**src/sv/rpfc_pkg.sv**
```systemverilog
// Package with shared types, constants and format helpers for the pixel format converter.
package rpfc_pkg;

  // Configuration register indexes.
  localparam logic [1:0] REG_SRC_WIDTHS = 2'd0;
  localparam logic [1:0] REG_SRC_LAYOUT = 2'd1;
  localparam logic [1:0] REG_DST_WIDTHS = 2'd2;
  localparam logic [1:0] REG_DST_LAYOUT = 2'd3;

  localparam int unsigned NUM_COMP = 4;
  localparam logic [19:0] SRC_WIDTHS_RST = 20'd8456;
  localparam logic [2:0]  SRC_LAYOUT_RST = 3'd0;
  localparam logic [19:0] DST_WIDTHS_RST = 20'd5317;
  localparam logic [2:0]  DST_LAYOUT_RST = 3'd4;

  // Placement of the four components (R, G, B, A) in one pixel word.
  typedef struct packed {
    logic [3:0][4:0] bits;
    logic [3:0][6:0] pos;
    logic [4:0]      nbytes;
  } plan_t;

  // Clamp a 5-bit width field to at most 16.
  function automatic logic [4:0] clamp_w(input logic [4:0] w);
    return (w > 5'd16) ? 5'd16 : w;
  endfunction

  // Bits a component occupies in the word.
  function automatic logic [6:0] span(input logic [4:0] w, input logic packed_l);
    logic [6:0] r;
    r = packed_l ? {2'b00, w} : {1'b0, 3'((w + 5'd7) >> 3), 3'b000};
    return r;
  endfunction

  // Work out field positions and the byte count from the width and layout registers.
  function automatic plan_t make_plan(input logic [19:0] widths, input logic [2:0] layout);
    plan_t p;
    logic [6:0] pos;
    logic [1:0] first_c;
    logic [1:0] last_c;
    for (int i = 0; i < NUM_COMP; i++) begin
      p.bits[i] = clamp_w(widths[5*i +: 5]);
    end
    first_c = layout[0] ? 2'd2 : 2'd0;
    last_c  = layout[0] ? 2'd0 : 2'd2;
    pos = 7'd0;
    p.pos = '0;
    if (p.bits[3] != 5'd0 && layout[1]) begin
      p.pos[3] = pos;
      pos = pos + span(p.bits[3], layout[2]);
    end
    p.pos[first_c] = pos;
    pos = pos + span(p.bits[first_c], layout[2]);
    p.pos[1] = pos;
    pos = pos + span(p.bits[1], layout[2]);
    p.pos[last_c] = pos;
    pos = pos + span(p.bits[last_c], layout[2]);
    if (p.bits[3] != 5'd0 && !layout[1]) begin
      p.pos[3] = pos;
      pos = pos + span(p.bits[3], layout[2]);
    end
    p.nbytes = 5'((pos + 7'd7) >> 3);
    return p;
  endfunction

  // Mask of the low w bits of a 16-bit value.
  function automatic logic [15:0] low_mask(input logic [4:0] w);
    logic [16:0] m;
    m = (17'd1 << w) - 17'd1;
    return m[15:0];
  endfunction

endpackage

```
**src/sv/rpfc_lane.sv**
```systemverilog
// One component lane: extract, scale and place one component into its destination slot.
module rpfc_lane #(
  parameter int unsigned WordW = 64
) (
  input  logic             clk_i,
  input  logic             rst_ni,
  input  logic             en_i,
  input  logic [WordW-1:0] src_i,
  input  logic [4:0]       s_bits_i,
  input  logic [6:0]       s_pos_i,
  input  logic [4:0]       d_bits_i,
  input  logic [6:0]       d_pos_i,
  output logic [WordW-1:0] placed_o
);

  logic [15:0] v_q, v_d;
  logic [15:0] smax_q, smax_d;
  logic [4:0]  s_q, d_q;
  logic [6:0]  dpos_q;
  logic [31:0] prod_q, prod_d;
  logic [15:0] half_q;
  logic [15:0] scaled;
  logic [15:0] res_d;
  logic [15:0] simple_q;
  logic        narrow_q;
  logic [4:0]  d2_q;
  logic [6:0]  dpos2_q;
  logic [WordW-1:0] place_q, place_d;
  logic [WordW-1:0] shifted;

  // Stage 1: pull out the source field.
  always_comb begin
    shifted = src_i >> s_pos_i;
    v_d     = (s_bits_i == 5'd0) ? 16'd0 : (shifted[15:0] & rpfc_pkg::low_mask(s_bits_i));
    smax_d  = rpfc_pkg::low_mask(s_bits_i);
  end

  always_ff @(posedge clk_i or negedge rst_ni) begin
    if (!rst_ni) begin
      v_q    <= '0;
      smax_q <= '0;
      s_q    <= '0;
      d_q    <= '0;
      dpos_q <= '0;
    end else if (en_i) begin
      v_q    <= v_d;
      smax_q <= smax_d;
      s_q    <= s_bits_i;
      d_q    <= d_bits_i;
      dpos_q <= d_pos_i;
    end
  end

  // Stage 2: widen by replication, or multiply for narrowing.
  logic [4:0] k, r;
  always_comb begin
    k = d_q - s_q;
    r = (s_q > k) ? (s_q - k) : 5'd0;
    prod_d = 32'(v_q) * 32'(rpfc_pkg::low_mask(d_q));
    if (s_q == d_q || s_q == 5'd0 || d_q == 5'd0) begin
      scaled = v_q;
    end else if (d_q > s_q) begin
      scaled = (v_q << k) | (v_q >> r);
    end else begin
      scaled = v_q;
    end
  end

  always_ff @(posedge clk_i) begin
    if (en_i) begin
      prod_q   <= prod_d + 32'(smax_q >> 1);
      half_q   <= smax_q;
      simple_q <= scaled;
      narrow_q <= (d_q < s_q) && (d_q != 5'd0);
      d2_q     <= d_q;
      dpos2_q  <= dpos_q;
    end
  end

  // Stage 3: divide by 2^s - 1 as q = (x + (x >> s) + 1) >> s, exact if x < 2^(2s) - 1.
  logic [4:0]  s2;
  logic [32:0] qx;
  always_comb begin
    s2 = 5'd0;
    for (int b = 0; b < 16; b++) begin
      if (half_q[b]) s2 = 5'(b + 1);
    end
    qx = (33'(prod_q) + 33'(prod_q >> s2) + 33'd1) >> s2;
    res_d = narrow_q ? qx[15:0] : simple_q;
    place_d = (d2_q == 5'd0) ? '0 :
              (WordW'(res_d & rpfc_pkg::low_mask(d2_q)) << dpos2_q);
  end

  always_ff @(posedge clk_i) begin
    if (en_i) begin
      place_q <= place_d;
    end
  end

  assign placed_o = place_q;

endmodule

```
**config.mk**
```make
export PLATFORM = sky130hd
export DESIGN_NAME = rpfc_lane
export DESIGN_NICKNAME = d
export VERILOG_FILES = /design/src/sv/rpfc_pkg.sv /design/src/sv/rpfc_lane.sv
export SDC_FILE = /design/constraint.sdc
export NUM_CORES = 2
export LEC_CHECK = 0
export ABC_AREA = 1
export BUFFER_PORTS_ARGS = -buffer_cell sky130_fd_sc_hd__clkbuf_2
export CAP_MARGIN = 20
export CORE_AREA = 8 8 220 222
export CTS_CLUSTER_DIAMETER = 50
export DETAILED_ROUTE_END_ITERATION = 8
export DIE_AREA = 0 0 228 230
export GPL_TIMING_DRIVEN = 0
export PLACE_DENSITY = 0.78
export SYNTH_ARGS = -nofsm -noshare
export SYNTH_HDL_FRONTEND = slang
export SYNTH_SLANG_ARGS = --single-unit
export TNS_END_PERCENT = 30
```
**constraint.sdc**
```tcl
create_clock -name clk_i -period 15.05 [get_ports clk_i]
set_clock_uncertainty 0.1 [all_clocks]
set_input_delay 1.505 -clock clk_i [delete_from_list [all_inputs] [get_ports clk_i]]
set_output_delay 1.505 -clock clk_i [all_outputs]
set_load 0.05 [all_outputs]
```
==> reports/results.ini <==
[setup_path]
r2r_end = prod_q[31]
rr_startpoint = d_q[4]
cp-start-kind = register
cp_slowest_cell = nor2_1
path_max_fanout = 10
crit_required_ps = 15140
r2r_slack_ps = 4480
reg2reg_depth = 38
endpoint_kind = register
crit_family = adder cells
crit_type = reg2reg
slowest_delay_ps = 590
arrival_ps = 10650
critPathBufInv = 9

[die]
core_area_mm2 = 0.0449
initial_core_util = 0.595
dieArea_mm2 = 0.0524
io_pins = 155
fp.dieW_um = 228
die_h_um = 230
row_count = 78

[placement]
dp_hpwl_um = 78700
postPlaceCellArea_mm2 = 0.0282
io_buffers = 148
gp_congestion = 1.05

[hold_path]
whs_path_depth = 0
min_to = dpos2_q[6]
min_from = dpos_q[6]
hold_class = reg2reg

[drt]
drcViolationCount = 0
first_pass_iters = 9
num_vias = 28000
drtIter0Drc = 3355
postRouteWirelength_um = 95400
routed_via_density = 6.04
antenna_left = 0
wl_per_cell_um = 20.6

[sta]
fin_crit_sh = 0.702
slew_headroom = 0.333
min_period_ps = 10570
fin_setup_tns_ps = 0
maxSlewViolCount = 0
rsz0062_at_grt = no
finalHoldViolCount = 0
setup_viol = 0
worst_pin_slew_ps = 992
fmax_mhz = 94.6

[global_routing]
antenna_found_initial = 3
grt_pass1_wl_um = 146000
first_global_vias = 26400
grt_start_max_net_pins = 109
grt_overflow = 0
grtUsageTotal = 0.350

[finish]
drive_gt1_frac = 0.0747
final_common_cell = nand2_1
layout.nets = 4475
syn2layout_area_growth_pct = 7.97
layout_common_cells = 985 x nand2_1, 494 x inv_1, 448 x nand3_1
fin_area_mm2 = 0.0288

[power]
vdd_drop_max_uv = 435
p_leak_nw = 13.9
powerDensity_mw_per_mm2 = 209

[clock_tree]
htreeDepth = 4
cts-root-buf = clkbuf_16
clkLatencyLatePin_ps = 450
post_cts_buffers = 0
clock_tree.buffer_depth = 2
clk_pin_slew_ps = 70
cts_made_buffers = 17
hold_buffers = 0
cts_sinks = 190
cts_tree = yes
cts_resized = 0

[yosys]
async_flop_share = 0.258
synth_flop_cell = edfxtp_1
synth_edf_count = 141
synth_area_mm2 = 0.0267
avgSynthCellArea_um2 = 6.93
ys_seq_area_frac = 0.205
postSynthCellCount = 3850
ys_ff_latch = 190
ys_types = 66
yosysWarnings = 0
syn_nets = 4306

[outcome]
status = completed

[flow_run]
maxCapViolCount = 0

-- per-stage QoR --
stage | util | setup slack (ps) | cells | power [W] | hold slack, ps
2_1_floorplan | - | 7170 | 3850 | 0.00419 | 325
3_3_place_gp | 0.628 | 4990 | 4598 | 0.00527 | 329
3_5_place_dp | 0.629 | 4860 | 4600 | 0.00542 | 332
4_1_cts | 0.642 | 4820 | 4632 | 0.00592 | 351
5_1_grt | 0.642 | 4110 | 4634 | 0.00652 | 359
6_report | 0.642 | 4480 | 4634 | 0.00603 | 353
-- cells in the mapped netlist, types with 3 or more instances --
library cell  number  area, µm²
a211oi_1           9       67.6
a21boi_0           3       22.5
a21o_1             5       37.5
a21oi_1          157        786
a21oi_2            8       70.1
a22oi_1            5       37.5
a311oi_1           4       35.0
a31oi_1           24        150
a32oi_1            3       26.3
buf_1             12       45.0
buf_2             38        190
clkbuf_1         150        563
clkinv_1          14       52.6
dfrtp_1           49       1230
edfxtp_1         141       4230
fa_1             212       4240
ha_1             153       1910
inv_1            494       1850
inv_2             11       41.3
mux2i_1           24        240
nand2_1          985       3700
nand2_2           21        131
nand2_4            4       45.0
nand3_1          448       2240
nand3_2           12        120
nand3b_1           3       22.5
nand4_1           31        194
nor2_1           309       1160
nor3_1            17       85.1
nor3_2             3       30.0
o211ai_1          39        293
o21a_1             6       45.0
o21ai_0          307       1540
o21ai_1            9       45.0
o21ai_2            4       35.0
o21bai_1          10       75.1
o221ai_1           7       61.3
o22ai_1           22        138
o311ai_0           4       35.0
o31ai_1            4       30.0
or2_2              5       31.3
xnor2_1           18        158
xor2_1            40        350
xor2_2             3       48.8
-- where the power goes --
part	internal [W]	switching [W]	leakage, nW
sequential	0.000818	0.0000827	2.02
combinational	0.00163	0.00306	11.6
clock	0.000221	0.000221	0.279
-- registers in the layout, indices dropped and copies added (netlist names), 7 cells and up --
| register | count |
|---|---|
| dpos2_q | 7 |
| dpos_q | 7 |
| half_q | 16 |
| placed_o | 64 |
| prod_q | 32 |
| simple_q | 16 |
| smax_q | 16 |
| v_q | 16 |
-- worst max-delay path by stage --
stage | to | start | depth (start not counted)
floorplan | prod_q[31] | d_q[4] | 41
global placement | prod_q[31] | d_q[4] | 41
detailed placement | prod_q[31] | d_q[4] | 41
CTS | prod_q[31] | d_q[4] | 41
global route | prod_q[31] | d_q[4] | 41
finish | prod_q[31] | d_q[4] | 38
-- cell families (layout without fill, tap and decap cells) --
| group | count (synthesis) | after routing | synth area share |
|---|---|---|---|
| XOR/XNOR | 61 | 61 | 0.0209 |
| buffers and inverters | 724 | 906 | 0.105 |
| multiplexers | 24 | 24 | 0.00900 |
| flip-flops | 190 | 190 | 0.205 |
| AND/OR/NAND/NOR | 1842 | 1842 | 0.292 |
| other | 0 | 2 | 0 |
| adder cells (fa/ha/maj) | 365 | 365 | 0.231 |
| AO/OA/AOI/OAI | 644 | 644 | 0.138 |
-- area by class of cell --
cell class	count	area (µm²)
Timing Repair Buffer	150	797
Tap cell	600	751
Inverter	519	1950
Antenna cell	2	5.00
Multi-Input combinational cell	2936	18400
Fill cell	4148	16100
Clock inverter	15	150
Sequential cell	190	5460
Clock buffer	17	425
Buffer	205	860
-- per-layer routing --
metal / wire, µm / GRT usage / part of all wire
met5: 13 / 0 / 0.00014
met4: 5500 / 0.175 / 0.058
met3: 7980 / 0.0467 / 0.084
met2: 46000 / 0.599 / 0.48
met1: 35900 / 0.431 / 0.38
No activity file was read; power rests on OpenSTA's default activity.
